### config.mk
export PLATFORM = sky130hd
export DESIGN_NAME = hlwa_div
export DESIGN_NICKNAME = d
export VERILOG_FILES = /design/src/hlwa_pkg.sv /design/src/hlwa_div.sv
export SDC_FILE = /design/constraint.sdc
export NUM_CORES = 1
export LEC_CHECK = 0
export BUFFER_PORTS_ARGS = -buffer_cell sky130_fd_sc_hd__buf_4
export CORE_ASPECT_RATIO = 1.4
export CORE_MARGIN = 8
export CORE_UTILIZATION = 45
export CTS_CLUSTER_SIZE = 8
export DETAILED_ROUTE_END_ITERATION = 10
export PLACE_DENSITY = 0.74
export SYNTH_ARGS = -nofsm -noshare
export SYNTH_HDL_FRONTEND = slang
export SYNTH_SLANG_ARGS = --single-unit
### constraint.sdc
create_clock -name clk -period 1.9 [get_ports clk]
set_input_delay 0.095 -clock clk [delete_from_list [all_inputs] [get_ports clk]]
set_output_delay 0.095 -clock clk [all_outputs]
set_load 0.005 [all_outputs]
### src/hlwa_pkg.sv
package hlwa_pkg;

  localparam int MAX_BLOCKS_DEF  = 64;
  localparam int MAX_HOLES_DEF   = 65;
  localparam int OFFSET_BITS_DEF = 16;

  localparam int SIZE_W     = 16;
  localparam int BYTE_W     = 19;
  localparam int WB_W       = 4;
  localparam int DIVD_W     = 20;
  localparam int STATUS_W   = 2;
  localparam int CFG_IDX_W  = 2;
  localparam int IN_TDATA_W = 40;
  localparam int OUT_TDATA_W = 40;

  localparam logic [STATUS_W-1:0] ST_OK       = 2'd0;
  localparam logic [STATUS_W-1:0] ST_NOFIT    = 2'd1;
  localparam logic [STATUS_W-1:0] ST_FULL     = 2'd2;
  localparam logic [STATUS_W-1:0] ST_NOTFOUND = 2'd3;

  localparam logic [CFG_IDX_W-1:0] REG_FIT_MODE     = 2'd0;
  localparam logic [CFG_IDX_W-1:0] REG_WORD_BYTES   = 2'd1;
  localparam logic [CFG_IDX_W-1:0] REG_MEMORY_WORDS = 2'd2;

  localparam logic CMD_ALLOC = 1'b0;
  localparam logic CMD_FREE  = 1'b1;
  localparam logic FIT_BEST  = 1'b0;

  typedef enum logic [4:0] {
    OP_NONE, OP_LOAD, OP_HOLE_RD, OP_ALLOC_EVAL, OP_ALLOC_COMMIT, OP_DN_RD, OP_DN_WR,
    OP_HC_DEC, OP_BLK_RD, OP_FREE_EVAL, OP_HOLE_WALK, OP_BLK_RDLAST, OP_FREE_COMMIT,
    OP_UP_RD, OP_UP_WR, OP_UP_FIN, OP_FINISH
  } dp_op_t;

  typedef enum logic [2:0] {
    RES_NOFIT, RES_FULL, RES_NOTFOUND, RES_ALLOC, RES_FREE
  } res_kind_t;

  typedef struct packed {
    dp_op_t    op;
    res_kind_t res;
  } dp_cmd_t;

  typedef struct packed {
    logic init_busy;
    logic is_free;
    logic div_done;
    logic bad_size;
    logic blk_full;
    logic found;
    logic exact;
    logic more_holes;
    logic more_blocks;
    logic blk_hit;
    logic hole_le;
    logic mprev;
    logic mnext;
    logic holes_full;
    logic dn_more;
    logic up_more;
    logic out_free;
  } dp_stat_t;

endpackage

### src/hlwa_div.sv
module hlwa_div import hlwa_pkg::*; (
  input  logic              clk,
  input  logic              rst,
  input  logic              start,
  input  logic [DIVD_W-1:0] dividend,
  input  logic [WB_W-1:0]   divisor,
  output logic [DIVD_W-1:0] quot,
  output logic              done
);

  localparam int CNT_W = $clog2(DIVD_W);

  logic             busy;
  logic [CNT_W-1:0] cnt;
  logic [WB_W-1:0]  rem;
  logic [WB_W-1:0]  dvs;
  logic [WB_W:0]    trial;

  // one quotient bit per cycle, restoring
  assign trial = {rem, quot[DIVD_W-1]};
  assign done  = !busy;

  always_ff @(posedge clk) begin
    if (rst) begin
      busy <= 1'b0;
      cnt  <= '0;
    end else if (start) begin
      busy <= 1'b1;
      cnt  <= CNT_W'(DIVD_W - 1);
    end else if (busy) begin
      cnt <= cnt - CNT_W'(1);
      if (cnt == '0) begin
        busy <= 1'b0;
      end
    end
  end

  always_ff @(posedge clk) begin
    if (start) begin
      rem  <= '0;
      quot <= dividend;
      dvs  <= divisor;
    end else if (busy) begin
      if (trial >= {1'b0, dvs}) begin
        rem  <= WB_W'(trial - {1'b0, dvs});
        quot <= {quot[DIVD_W-2:0], 1'b1};
      end else begin
        rem  <= trial[WB_W-1:0];
        quot <= {quot[DIVD_W-2:0], 1'b0};
      end
    end
  end

endmodule

==> out/metrics.csv <==
stage,metric,value,unit
routing,wl_met2,1.78,mm
hold_path,min_path_cells,2,
setup_path,critical_path_required,1940,ps
clock_tree,cts_sinks,34,
floorplan,die_w,65.6,µm
run_status,status,completed,
finish,regArea,921,µm²
finish,diodes,0,
clock_tree,cts_tree,done,
place,dp_cells,204,
routing,drtPass1Iterations,4,
floorplan,coreArea,3350,µm²
sta,rsz0062_at_grt,no,
finish,utilization,63.7,%
grt,antenna_found_initial,0,
setup_path,r2r_slack,70,ps
sta,setup-tns-final,0,ps
setup_path,start_kind,flop,
flow_run,drv_cap,0,
power_and_ir_drop,vdd_ir_drop_max,0.694,mV
routing,vias_per_cell,5.29,
yosys,synth_area_leaders,"edfxtp_1 (46%), mux2_2 (15%), dfxtp_1 (13%)",
clock_tree,clk_latency,290,ps
yosys,synth_top_cell_area_share,46.5,%
sta,finalSetupViolations,0,
sta,fmax,546,MHz
setup_path,rr_startpoint,dvs[1]$_DFFE_PP_,
power_and_ir_drop,power_density,863,nW/µm²
floorplan,rows,25,
clock_tree,htree_levels,2,
routing,met3_length,296,µm
place,io_buffer_count,47,
grt,grt_max_degree,29,
hold_path,hold_path_end,quot[19]$_DFFE_PP_,
sta,hold_ws,105,ps
sta,drv_slew,0,
floorplan,start_util,46.3,%
finish,final_layout_size_suffix_gt1_share,48.0,%
hold_path,holdCritPathClass,input pin to flop,
clock_tree,cts_buffers,5,
place,gp_congestion,0.795,
sta,tightest_slew,330,ps
place,dp_hpwl,2.64,mm
setup_path,regToRegEndpoint,quot[0]$_DFFE_PP_,
sta,skew,5.78,ps
routing,vias,1148,
routing,wl_met1,1.33,mm
setup_path,worstSetupPathType,flop to flop,
yosys,synth_cell_type_count,28,
floorplan,dieHeight,85.4,µm
routing,drtAntennaViolNets,0,
clock_tree,clkTransAtPathRegs,70,ps
routing,routedWlPerCell,16.2,µm
power_and_ir_drop,p_leak,0.886,nW
finish,multi_input_area,602,µm²
finish,fin_nets,209,
routing,drc,0,
yosys,synth-seq-cells,34,
yosys,syn_area_per_cell,13.4,µm²
floorplan,io_pins,48,
sta,period_share,96.4,%
finish,fill_cells,250,
routing,routed_wirelength,3.51,mm
routing,drtIter0Drc,37,
clock_tree,cts_root_buf,clkbuf_8,
sta,slew_headroom,77.8,%
finish,syn_to_final_growth,37.5,%
clock_tree,clk_path_buf_depth,2,
hold_path,hold_path_startpoint,dividend[19],
grt,grt_pass1_wl,5.64,mm
yosys,netlist_area,1550,µm²
sta,period_needed,1830,ps
finish,layout.cells.non_filler,217,
grt,grt_pass1_vias,1207,
grt,globalRouteTotalUtil,13.2,%
yosys,yosysTopAreaCell,edfxtp_1,
setup_path,worst-path-max-fanout,5,
yosys,synth_warnings,0,
sta,hold_viol,0,
routing,routed.top_layer,met4,
floorplan,die-area,5610,µm²
setup_path,arrival,1870,ps
yosys,synth_nets,149,
clock_tree,post-cts-setup-buffers,0,
yosys,yosysSeqAreaShare,59.4,%
setup_path,endpoint_kind,flop,
setup_path,reg2reg_depth,6,
yosys,syn_inst,116,
grt,overflow,0,
sequential cells by signal (all words and copies together) (netlist names):
name	count
busy	1
dvs	4
rem	4
quot	20
cnt	5
per-layer routing:
metal	vias up	global-route usage, %
met1	549	13.9
li1	549	-
met5	-	0
met4	0	7.17
met3	11	6.98
met2	39	20.4
worst max path at each step:
stage | start | to | slack, ps | cells past startpoint
finish | dvs[1]$_DFFE_PP_ | quot[0]$_DFFE_PP_ | 70 | 6
global route | dvs[1]$_DFFE_PP_ | quot[0]$_DFFE_PP_ | 30 | 6
CTS | dvs[1]$_DFFE_PP_ | quot[0]$_DFFE_PP_ | 20 | 6
detailed placement | dvs[1]$_DFFE_PP_ | quot[0]$_DFFE_PP_ | 20 | 6
global placement | dvs[1]$_DFFE_PP_ | quot[0]$_DFFE_PP_ | 100 | 6
floorplan | dvs[1]$_DFFE_PP_ | quot[0]$_DFFE_PP_ | 90 | 6
logic make-up (layout without fill, tap and decap cells):
kind of cell | after synthesis | after routing | share of synthesized area [%]
AO/OA/AOI/OAI | 16 | 16 | 7.43
buffers and inverters | 13 | 74 | 3.23
AND/OR/NAND/NOR | 22 | 22 | 7.26
multiplexers | 20 | 20 | 14.5
flip-flops | 34 | 34 | 59.4
XOR/XNOR | 5 | 5 | 2.83
adder cells (fa/ha/maj) | 6 | 6 | 5.33
cell type report:
class,instances,share of cell area (%)
Sequential cell,34,43.2
Multi-Input combinational cell,69,28.2
Timing Repair Buffer,57,20.7
Clock buffer,5,3.23
Tap cell,40,2.35
Inverter,9,1.58
Clock inverter,3,0.763
cells in the mapped netlist:
cell type	instances
edfxtp_1	24
mux2_2	20
dfxtp_1	10
inv_1	7
nand2_1	6
o21ai_0	6
ha_1	5
a21oi_1	4
clkbuf_1	3
nand3_1	3
nor3_1	3
nor4_1	3
xor2_1	3
a311oi_1	2
clkinv_1	2
nor2_1	2
xnor2_1	2
buf_2	1
fa_1	1
nand4_1	1
nor2b_1	1
o221a_4	1
o22a_2	1
o311ai_1	1
o32ai_1	1
or2_1	1
or2_4	1
or3_1	1
power breakdown:
group | switching [mW] | internal, mW | leakage (nW)
clock | 0.269 | 0.251 | 0.0416
sequential | 0.0447 | 0.885 | 0.323
combinational | 0.164 | 0.226 | 0.521
critical path: stages (launching register included):
cell      delay, ps
edfxtp_1        380
inv_1           110
ha_4            210
nor2b_4         130
o221a_4         250
or2_4           240
mux2_2          260
cells in the final DEF, fill, tap and decap left out, types with 3 or more instances in the layout:
| cell | instances |
|---|---|
| ha_1 | 3 |
| nand3_1 | 3 |
| o21ai_0 | 6 |
| dlygate4sd3_1 | 5 |
| xor2_1 | 3 |
| mux2_2 | 20 |
| buf_4 | 52 |
| inv_1 | 7 |
| nor3_1 | 3 |
| clkbuf_8 | 5 |
| a21oi_1 | 4 |
| nand2_1 | 6 |
| edfxtp_1 | 24 |
| clkinv_1 | 3 |
| nor4_1 | 3 |
| dfxtp_1 | 10 |
per-stage QoR:
step	area, µm²	setup WS (ps)	total power, mW
finish	2130	68.8	1.84
global route	2130	29.2	1.93
CTS	2110	15.6	1.85
detailed placement	1970	23.4	1.32
global placement	1970	101	1.30
floorplan	1550	87.8	1.14
repair_timing:
action / CTS / global route
hold buffers: 5 / 0
hold endpoints to repair: 5 / 0
setup endpoints to repair: 0 / 1
resized for setup: 0 / 4
No activity file was read; power rests on OpenSTA's default activity.
