--- config.mk ---
export PLATFORM = sky130hd
export DESIGN_NAME = hlwa_ctrl
export DESIGN_NICKNAME = d
export VERILOG_FILES = /design/src/hlwa_pkg.sv /design/src/hlwa_ctrl.sv
export SDC_FILE = /design/constraint.sdc
export NUM_CORES = 1
export LEC_CHECK = 0
export BUFFER_PORTS_ARGS = -buffer_cell sky130_fd_sc_hd__buf_4
export CORE_UTILIZATION = 40
export CTS_CLUSTER_DIAMETER = 40
export DETAILED_ROUTE_END_ITERATION = 16
export PLACE_DENSITY = 0.73
export RECOVER_POWER = 50
export SLEW_MARGIN = 10
export SYNTH_ARGS = -nofsm -noshare
export SYNTH_HDL_FRONTEND = slang
export SYNTH_SLANG_ARGS = --single-unit
--- constraint.sdc ---
create_clock -name clk -period 5.2 [get_ports clk]
set_input_delay 0.52 -clock clk [delete_from_list [all_inputs] [get_ports clk]]
set_output_delay 0.52 -clock clk [all_outputs]
set_load 0.02 [all_outputs]
--- src/hlwa_pkg.sv ---
package hlwa_pkg;

  localparam int MAX_BLOCKS_DEF  = 64;
  localparam int MAX_HOLES_DEF   = 65;
  localparam int OFFSET_BITS_DEF = 16;

  localparam int SIZE_W     = 16;
  localparam int BYTE_W     = 19;
  localparam int WB_W       = 4;
  localparam int DIVD_W     = 20;
  localparam int STATUS_W   = 2;
  localparam int CFG_IDX_W  = 2;
  localparam int IN_TDATA_W = 40;
  localparam int OUT_TDATA_W = 40;

  localparam logic [STATUS_W-1:0] ST_OK       = 2'd0;
  localparam logic [STATUS_W-1:0] ST_NOFIT    = 2'd1;
  localparam logic [STATUS_W-1:0] ST_FULL     = 2'd2;
  localparam logic [STATUS_W-1:0] ST_NOTFOUND = 2'd3;

  localparam logic [CFG_IDX_W-1:0] REG_FIT_MODE     = 2'd0;
  localparam logic [CFG_IDX_W-1:0] REG_WORD_BYTES   = 2'd1;
  localparam logic [CFG_IDX_W-1:0] REG_MEMORY_WORDS = 2'd2;

  localparam logic CMD_ALLOC = 1'b0;
  localparam logic CMD_FREE  = 1'b1;
  localparam logic FIT_BEST  = 1'b0;

  typedef enum logic [4:0] {
    OP_NONE, OP_LOAD, OP_HOLE_RD, OP_ALLOC_EVAL, OP_ALLOC_COMMIT, OP_DN_RD, OP_DN_WR,
    OP_HC_DEC, OP_BLK_RD, OP_FREE_EVAL, OP_HOLE_WALK, OP_BLK_RDLAST, OP_FREE_COMMIT,
    OP_UP_RD, OP_UP_WR, OP_UP_FIN, OP_FINISH
  } dp_op_t;

  typedef enum logic [2:0] {
    RES_NOFIT, RES_FULL, RES_NOTFOUND, RES_ALLOC, RES_FREE
  } res_kind_t;

  typedef struct packed {
    dp_op_t    op;
    res_kind_t res;
  } dp_cmd_t;

  typedef struct packed {
    logic init_busy;
    logic is_free;
    logic div_done;
    logic bad_size;
    logic blk_full;
    logic found;
    logic exact;
    logic more_holes;
    logic more_blocks;
    logic blk_hit;
    logic hole_le;
    logic mprev;
    logic mnext;
    logic holes_full;
    logic dn_more;
    logic up_more;
    logic out_free;
  } dp_stat_t;

endpackage

--- src/hlwa_ctrl.sv ---
module hlwa_ctrl import hlwa_pkg::*; (
  input  logic     clk,
  input  logic     rst,
  input  logic     in_valid,
  output logic     in_ready,
  input  dp_stat_t stat,
  output dp_cmd_t  cmd
);

  typedef enum logic [16:0] {
    S_IDLE  = 17'h00001,
    S_DIV   = 17'h00002,
    S_ACHK  = 17'h00004,
    S_ARD   = 17'h00008,
    S_AEV   = 17'h00010,
    S_APICK = 17'h00020,
    S_DN_RD = 17'h00040,
    S_DN_WR = 17'h00080,
    S_FRD   = 17'h00100,
    S_FEV   = 17'h00200,
    S_HRD   = 17'h00400,
    S_HEV   = 17'h00800,
    S_FDEC  = 17'h01000,
    S_FMOVE = 17'h02000,
    S_UP_RD = 17'h04000,
    S_UP_WR = 17'h08000,
    S_DONE  = 17'h10000
  } state_t;

  state_t    state, state_next;
  res_kind_t res, res_next;

  assign in_ready = (state == S_IDLE) && !stat.init_busy;

  always_ff @(posedge clk) begin
    if (rst) begin
      state <= S_IDLE;
      res   <= RES_NOFIT;
    end else begin
      state <= state_next;
      res   <= res_next;
    end
  end

  always_comb begin
    state_next = state;
    res_next   = res;
    cmd.op     = OP_NONE;
    cmd.res    = res;
    case (state)
      S_IDLE: begin
        if (in_valid && in_ready) begin
          cmd.op     = OP_LOAD;
          state_next = S_DIV;
        end
      end
      S_DIV: begin
        if (stat.div_done) begin
          state_next = stat.is_free ? S_FRD : S_ACHK;
        end
      end
      S_ACHK: begin
        if (stat.bad_size) begin
          res_next = RES_NOFIT; state_next = S_DONE;
        end else if (stat.blk_full) begin
          res_next = RES_FULL; state_next = S_DONE;
        end else begin
          state_next = S_ARD;
        end
      end
      S_ARD: begin
        if (stat.more_holes) begin
          cmd.op = OP_HOLE_RD; state_next = S_AEV;
        end else begin
          state_next = S_APICK;
        end
      end
      S_AEV: begin
        cmd.op = OP_ALLOC_EVAL; state_next = S_ARD;
      end
      S_APICK: begin
        if (!stat.found) begin
          res_next = RES_NOFIT; state_next = S_DONE;
        end else begin
          cmd.op     = OP_ALLOC_COMMIT;
          res_next   = RES_ALLOC;
          state_next = stat.exact ? S_DN_RD : S_DONE;
        end
      end
      S_DN_RD: begin
        if (stat.dn_more) begin
          cmd.op = OP_DN_RD; state_next = S_DN_WR;
        end else begin
          cmd.op = OP_HC_DEC; state_next = S_DONE;
        end
      end
      S_DN_WR: begin
        cmd.op = OP_DN_WR; state_next = S_DN_RD;
      end
      S_FRD: begin
        if (stat.more_blocks) begin
          cmd.op = OP_BLK_RD; state_next = S_FEV;
        end else begin
          res_next = RES_NOTFOUND; state_next = S_DONE;
        end
      end
      S_FEV: begin
        cmd.op     = OP_FREE_EVAL;
        state_next = stat.blk_hit ? S_HRD : S_FRD;
      end
      S_HRD: begin
        if (stat.more_holes) begin
          cmd.op = OP_HOLE_RD; state_next = S_HEV;
        end else begin
          state_next = S_FDEC;
        end
      end
      S_HEV: begin
        cmd.op     = OP_HOLE_WALK;
        state_next = stat.hole_le ? S_HRD : S_FDEC;
      end
      S_FDEC: begin
        if (!stat.mprev && !stat.mnext && stat.holes_full) begin
          res_next = RES_FULL; state_next = S_DONE;
        end else begin
          cmd.op = OP_BLK_RDLAST; state_next = S_FMOVE;
        end
      end
      S_FMOVE: begin
        cmd.op   = OP_FREE_COMMIT;
        res_next = RES_FREE;
        if (stat.mprev && stat.mnext) begin
          state_next = S_DN_RD;
        end else if (stat.mprev || stat.mnext) begin
          state_next = S_DONE;
        end else begin
          state_next = S_UP_RD;
        end
      end
      S_UP_RD: begin
        if (stat.up_more) begin
          cmd.op = OP_UP_RD; state_next = S_UP_WR;
        end else begin
          cmd.op = OP_UP_FIN; state_next = S_DONE;
        end
      end
      S_UP_WR: begin
        cmd.op = OP_UP_WR; state_next = S_UP_RD;
      end
      S_DONE: begin
        if (stat.out_free) begin
          cmd.op = OP_FINISH; state_next = S_IDLE;
        end
      end
      default: begin
        state_next = S_IDLE;
      end
    endcase
  end

endmodule

==> summary.txt, run 1 <==
Status
  • Status: finished clean

CTS
  • H-Tree Level Count: 1
  • Clock latency of the later-clocked register in the worst-skew pair: approximately 250 ps
  • Bufs on Longest Clock Path: 2
  • CTS tree: done
  • Sink count of the clock tree: 20
  • Post-CTS setup buffer count: 0
  • Number of buffers created by CTS: 3
  • Clock-pin slew on the worst setup and hold paths: 70 ps
  • Clk Tree Root Cell: sky130_fd_sc_hd__clkbuf_8
  • CTS Hold Bufs: 0
  • Number of gates given a new drive strength after cts: 0

Global routing
  • Total routing usage reported by global routing: 0.2060
  • Number of global-route vias before repair: 1321
  • Global-route wire length before repair: roughly 6.3 mm
  • Grt total ovfl: 0
  • Initial antenna violation count: 0
  • Pin count of the biggest net entering global routing: 19

Setup path
  • Worst reg2reg path endpoint: state[0]
  • Worst setup SP type: flop
  • Dominant cell type by count on the critical path: sky130_fd_sc_hd__nor4_1
  • Crit. End Element: output pin
  • Register-to-Register Path Depth: 6
  • Worst flop-to-flop path startpoint: state[4]
  • Critical path class: reg -> out
  • Slack of the worst reg-to-reg path: approximately 2400 ps
  • Cell at the slowest stage of the critical path: sky130_fd_sc_hd__nor4_1
  • Last element of the critical path: cmd[5]
  • Crit-path max cell delay: about 900 ps
  • Arrival time of data at the critical path endpoint: just over 3000 ps
  • CP Cell Sequence: nor4_1 > nand4_2 > nor4_1 > nor3_1 > o211ai_1 > buf_4
  • Worst-path fanout max: 9
  • Crit path required time: 4680 ps
  • Critical Path Source: state[4]

Routing
  • Number of vias per cell after detailed routing: just under 6
  • Antenna violation net count after detailed routing: 0
  • Detailed Route Iter0 Violations: 77
  • Vias post-DR: between 1000 and 1500
  • Wire length per cell after detailed routing: around 15 microns
  • DR DRC count: 0
  • Detailed-routing iteration count for the pre-antenna-repair pass: 4
  • Final wirelength: ~3.9 mm

Placement
  • Detail Placement HPWL: 2.975 mm
  • RD Place Congestion: 0.9050
  • Count of input and output buffers: 28

Yosys
  • Number of nets in the synthesized netlist: just over 200
  • Largest cells by area after synthesis: sky130_fd_sc_hd__dfxtp_1 27%, sky130_fd_sc_hd__nor2_1 5.1%, sky130_fd_sc_hd__nor4_4 4.3%
  • Gate count of the mapped netlist: approximately 180
  • Netlist area before placement: around 1500 sq um
  • Leading area contributor after synthesis: sky130_fd_sc_hd__dfxtp_1
  • Count of warnings emitted by yosys: 0
  • Commonest register cell after synthesis: sky130_fd_sc_hd__dfxtp_1
  • Share of the yosys chip area belonging to registers: 0.2719
  • Post-synth cell types: 52
  • Fraction of post-synthesis cell area in the top cell type by area: 0.2719
  • Average instance area after synthesis: around 8.1 sq um
  • Synth Register Bits: 20
  • Number of enable flip-flop cells after synthesis: 0
  • Fraction of registers with async set/reset: 0

Floorplanning
  • Starting utilization of the core area: 0.4278
  • Cell Rows: 21
  • Floorplan die area: about 3900 sq um
  • Horiz. Die Dim: approximately 63 microns
  • Total I/O pin count: 29
  • Die Ht: around 63 microns
  • Core box area: ~3400 sq um

Timing
  • Normalized max-slew margin: 0.3108
  • Fin crit share: 0.6813
  • Slew at the pin with the worst max-slew slack: 1024 ps
  • Summed negative setup slack over all endpoints: 0 ps
  • Max Clock Skew: ~1.2 ps
  • Final count of pins violating max slew: 0
  • Final setup vio count: 0
  • Max Fclk: 0.2823 GHz
  • RSZ-0062 raised after global routing: no
  • Final hold violation count: 0
  • Minimum clock period: around 3500 ps

Power
  • Power per Cell Area: roughly 180 nW/um^2
  • Static leakage: approximately 0.69 nW
  • Power consumption: approximately 0.31 mW
  • Max IR drop VDD: about 0.16 mV

Job
  • Number of max-cap violations: 0

Worst hold path
  • Min-delay worst type: in -> reg

Cells and area
  • Final-stage net count: approximately 230
  • # fillers: about 360
  • Area growth syn-to-layout: 14.87%
  • Share of layout cells above drive strength 1: 0.1863
  • # diodes: 0
## cell families after synthesis
group                      synth area share
buffers and inverters               0.04332
muxes                              0.006797
and+or+nand+nor                      0.4868
adders and majority gates           0.01699
DFF                                  0.2719
AOI/OAI and AO/OA                    0.1385
xor gates and xnor gates            0.03568
## layer usage
| metal | GRT usage | routed length [microns] | up-vias |
|---|---|---|---|
| met1 | 0.2882 | 1861 | 680 |
| met4 | 0.09884 | 98 | 0 |
| met3 | 0.04562 | 235 | 11 |
| met2 | 0.2948 | 1661 | 50 |
| li1 | - | - | 732 |
| met5 | 0 | 0 | - |
## registers in the layout (all words and copies together), names as in the netlist
signal / flops
res: 3
state: 17
## cell usage after synthesis, drive strengths merged, types with 2 or more instances
cell type and number:
a211oi 2, a21oi 10, a31oi 3, and2 3, and3 3, and4 4
and4b 2, buf 5, clkbuf 4, dfxtp 20, ha 2, inv 5
nand2 11, nand2b 7, nand3 11, nand3b 2, nand4 4, nand4b 4
nor2 20, nor2b 8, nor3 9, nor3b 3, nor4 9, or2 2
or4 4, or4b 2, xor2 5
## how the worst min path moves through the flow
stage / start / end / slack, ps / cells after the start
2_1_floorplan: res[2] / res[2] / 580 / 2
3_3_place_gp: res[1] / res[1] / 490 / 2
3_5_place_dp: res[2] / res[2] / 480 / 2
4_1_cts: stat[15] / state[2] / 430 / 2
5_1_grt: stat[15] / state[2] / 420 / 2
6_report: stat[15] / state[2] / 430 / 2
## area by class of cell
cell class              instances  area, sq um  share of cell area
repair buffers                 28        198.9              0.1176
inverters                       5        18.77             0.01109
clock buffers                   3        41.29             0.02441
flip-flops and latches         20        400.4              0.2367
multi-input cells             148        974.7              0.5762
well taps                      46        57.56             0.03402
## worst max-delay path, delay by kind of cell, from the launching register on
family / cells / cell delay, ps
flip-flops: 1 / 390
AO/OA/AOI/OAI: 1 / 150
AND/OR/NAND/NOR: 4 / 2060
buffers and inverters: 1 / 180
## layout by cell type (no fill, tap or decap), drive strengths merged, types with 2 or more instances in the layout
| master | Yosys | final |
|---|---|---|
| buf | 5 | 25 |
| nor2 | 20 | 20 |
| dfxtp | 20 | 20 |
| nand3 | 11 | 11 |
| nand2 | 11 | 11 |
| a21oi | 10 | 10 |
| nor4 | 9 | 9 |
| nor3 | 9 | 9 |
| nor2b | 8 | 8 |
| nand2b | 7 | 7 |
| clkbuf | 4 | 6 |
| inv | 5 | 5 |
| xor2 | 5 | 5 |
| and4 | 4 | 4 |
| nand4b | 4 | 4 |
| or4 | 4 | 4 |
| nand4 | 4 | 4 |
| and3 | 3 | 3 |
| nor3b | 3 | 3 |
| a31oi | 3 | 3 |
| and2 | 3 | 3 |
| or4b | 2 | 2 |
| and4b | 2 | 2 |
| a211oi | 2 | 2 |
| or2 | 2 | 2 |
| nand3b | 2 | 2 |
| ha | 2 | 2 |
## per-stage QoR
stage	hold slack (ps)	instances	setup WS, ps	instance area (sq um)	utilization
floorplan	580.2	182	2753	1473	-
global placement	487.1	247	2482	1695	0.4925
detailed placement	483.4	247	2436	1695	0.4925
CTS	428.1	250	2150	1737	0.5045
global route	424.8	250	1341	1692	0.4915
finish	425.5	250	1657	1692	0.4915
## power breakdown
part	internal (mW)	switching (mW)
logic	0.0237	0.0251
clock network	0.0515	0.0480
registers	0.154	0.00272
Note: power is estimated with default switching activity, not from simulation.
==> run 2: changes to the inputs <==
- clock period: 5.2 -> 3.4 ns (I/O delays scaled with it)
==> run 2 against run 1 <==
Net effect:
- power rose by 53%
- clock-buffer cell count did not move
- utilization rose by 0.80 points
- setup slack got worse by 1200 ps
- wire length rose by 0.23%
- clock skew rose by 3.1 ps
- sequential power rose by 53%
- highest routed layer unchanged
- combinational power rose by 53%
==> summary.txt, run 2 (same netlist as run 1, synthesis figures left out) <==
CTS
  • Number of gates given a new drive strength after cts: 0 (unchanged)
  • CTS tree: done (unchanged)
  • Clock latency of the later-clocked register in the worst-skew pair: 250 ps (about the same)
  • Number of buffers created by CTS: 3 (unchanged)
  • Bufs on Longest Clock Path: 2 (unchanged)
  • H-Tree Level Count: 1 (unchanged)
  • Sink count of the clock tree: 20 (unchanged)
  • Post-CTS setup buffer count: 0 (unchanged)
  • Clock-pin slew on the worst setup and hold paths: 70 ps (about the same)
  • Clk Tree Root Cell: sky130_fd_sc_hd__clkbuf_8 (unchanged)
  • CTS Hold Bufs: 0 (unchanged)

Cells and area
  • Most common cell after layout, fill and taps aside: sky130_fd_sc_hd__buf_4 (unchanged)
  • Final-stage net count: 228 (unchanged)
  • Final design instance area without fill: 1719 sq um (was 1692 sq um)
  • Finished Core Util: 0.4995 (was 0.4915)
  • Share of layout cells above drive strength 1: 0.1961 (was 0.1863)
  • Area growth syn-to-layout: 16.74% (was 14.87%)
  • Regs by FF count: state (17), res (3) (unchanged)
  • Number of flip-flops under the largest register name: 17 (unchanged)
  • Count of non-filler cells in the finished layout: 250 (unchanged)
  • # diodes: 0 (unchanged)
  • Most frequent cells in the layout: 25 x sky130_fd_sc_hd__buf_4, 20 x sky130_fd_sc_hd__nor2_1, 20 x sky130_fd_sc_hd__dfxtp_1 (unchanged)
  • Most flops, register: state (unchanged)

Placement
  • Post-placement cell area: 1695 sq um (unchanged)
  • Detail Placement HPWL: 3.048 mm (was 2.975 mm)
  • Number of cells after detailed placement: 247 (unchanged)
  • Count of input and output buffers: 28 (unchanged)
  • RD Place Congestion: 0.9050 (unchanged)
  • Pre-CTS setup slack: 816.4 ps (was 2436 ps)

Power
  • Internal power contribution: 0.3512 mW (was 0.2297 mW)
  • Sequential power share: 0.514 (about the same)
  • Net Sw Power: 0.1163 mW (was 0.07583 mW)
  • Relative contribution of combinational cells to total power: 0.160 (about the same)
  • Switching Fraction: 0.2488 (was 0.2482)
  • Power per Cell Area: 271.9 nW/um^2 (was 180.6 nW/um^2)
  • Max IR drop VDD: 0.1608 mV (was 0.1558 mV)
  • Portion of total power attributed to the clock network: 0.326 (about the same)
  • Power consumption: 0.4675 mW (was 0.3055 mW)
  • Static leakage: 0.7098 nW (was 0.6935 nW)

Status
  • Status: finished clean (unchanged)

Setup path
  • Worst-path fanout max: 9 (unchanged)
  • Worst setup SP type: flop (unchanged)
  • Crit path required time: 3060 ps (was 4680 ps)
  • Crit. End Element: output pin (unchanged)
  • Critical path class: reg -> out (unchanged)
  • Arrival time of data at the critical path endpoint: 2620 ps (was 3020 ps)

Timing
  • Worst hold slack across all endpoints: 247.0 ps (was 425.5 ps)
  • Fin crit share: 0.8698
  • Final setup vio count: 0 (unchanged)
  • Max Clock Skew: 4.244 ps (was 1.182 ps)
  • Normalized max-slew margin: 0.4826 (was 0.3108)
  • Summed negative setup slack over all endpoints: 0 ps (unchanged)
  • Setup slack after layout: 442.6 ps (was 1657 ps)
  • Minimum clock period: 2957 ps
  • RSZ-0062 raised after global routing: no (unchanged)
  • Max Fclk: approximately 0.34 GHz
  • Final hold violation count: 0 (unchanged)
  • Final count of pins violating max slew: 0 (unchanged)
  • Slew at the pin with the worst max-slew slack: 769.0 ps (was 1024 ps)

Floorplanning
  • Horiz. Die Dim: 62.68 microns (unchanged)
  • Total I/O pin count: 29 (unchanged)
  • Floorplan die area: 3928 sq um (unchanged)
  • Die Ht: 62.68 microns (unchanged)
  • Starting utilization of the core area: 0.4278 (unchanged)
  • Cell Rows: 21 (unchanged)
  • Core box area: 3442 sq um (unchanged)

Global routing
  • Total routing usage reported by global routing: 0.2104 (was 0.2060)
  • Grt total ovfl: 0 (unchanged)
  • Pin count of the biggest net entering global routing: 19 (unchanged)
  • Initial antenna violation count: 0 (unchanged)
  • Number of global-route vias before repair: 1313 (was 1321)
  • Global-route wire length before repair: 6.423 mm (was 6.341 mm)

Job
  • Number of max-cap violations: 0 (unchanged)

Routing
  • Vias post-DR: 1475 (was 1473)
  • Number of vias per cell after detailed routing: 5.900 (was 5.892)
  • Final wirelength: 3.865 mm (was 3.856 mm)
  • Wire length per cell after detailed routing: 15.46 microns (was 15.42 microns)
  • Detailed Route Iter0 Violations: 91 (was 77)
  • Antenna violation net count after detailed routing: 0 (unchanged)
  • DR DRC count: 0 (unchanged)
  • Detailed-routing iteration count for the pre-antenna-repair pass: 4 (unchanged)

Worst hold path
  • Min-delay worst type: in -> reg (unchanged)
==> run 2: worst paths after layout <==
kind,from,end,slack (ps),cells after the start
setup / recovery,state[4],cmd[5],440,6
hold / removal,stat[15],state[2],250,2
setup reg to reg,state[4],state[0],1030,6
hold reg to reg,res[1],res[1],510,2
==> run 2: worst max-delay path: stages, from the launching register on <==
cell,delay (ps)
sky130_fd_sc_hd__dfxtp_1,420
sky130_fd_sc_hd__nor4_4,480
sky130_fd_sc_hd__nand4_1,280
sky130_fd_sc_hd__nor4_1,710
sky130_fd_sc_hd__nor3_1,160
sky130_fd_sc_hd__o211ai_1,140
sky130_fd_sc_hd__buf_4,170
==> run 2: power by group through the flow <==
stage / Sequential, mW / Combinational [mW] / Clock (mW)
floorplan: 0.245 / 0.0437 / 0
global placement: 0.245 / 0.0736 / 0
detailed placement: 0.246 / 0.0743 / 0
CTS: 0.240 / 0.0748 / 0.156
global route: 0.240 / 0.0820 / 0.168
finish: 0.240 / 0.0748 / 0.152
==> run 2: final cells by class <==
cell class	count	area (sq um)
repair buffers	28	198.9
well taps	46	57.56
inverters	5	18.77
multi-input cells	148	1002
clock buffers	3	41.29
flip-flops and latches	20	400.4
fillers	340	1723
==> run 2: layer usage <==
layer | vias up | global-route usage | wire [microns]
met5 | - | 0 | 0
met3 | 6 | 0.03285 | 304
met4 | 0 | 0.08721 | 55
met2 | 64 | 0.3071 | 1679
met1 | 677 | 0.3039 | 1826
li1 | 728 | - | -
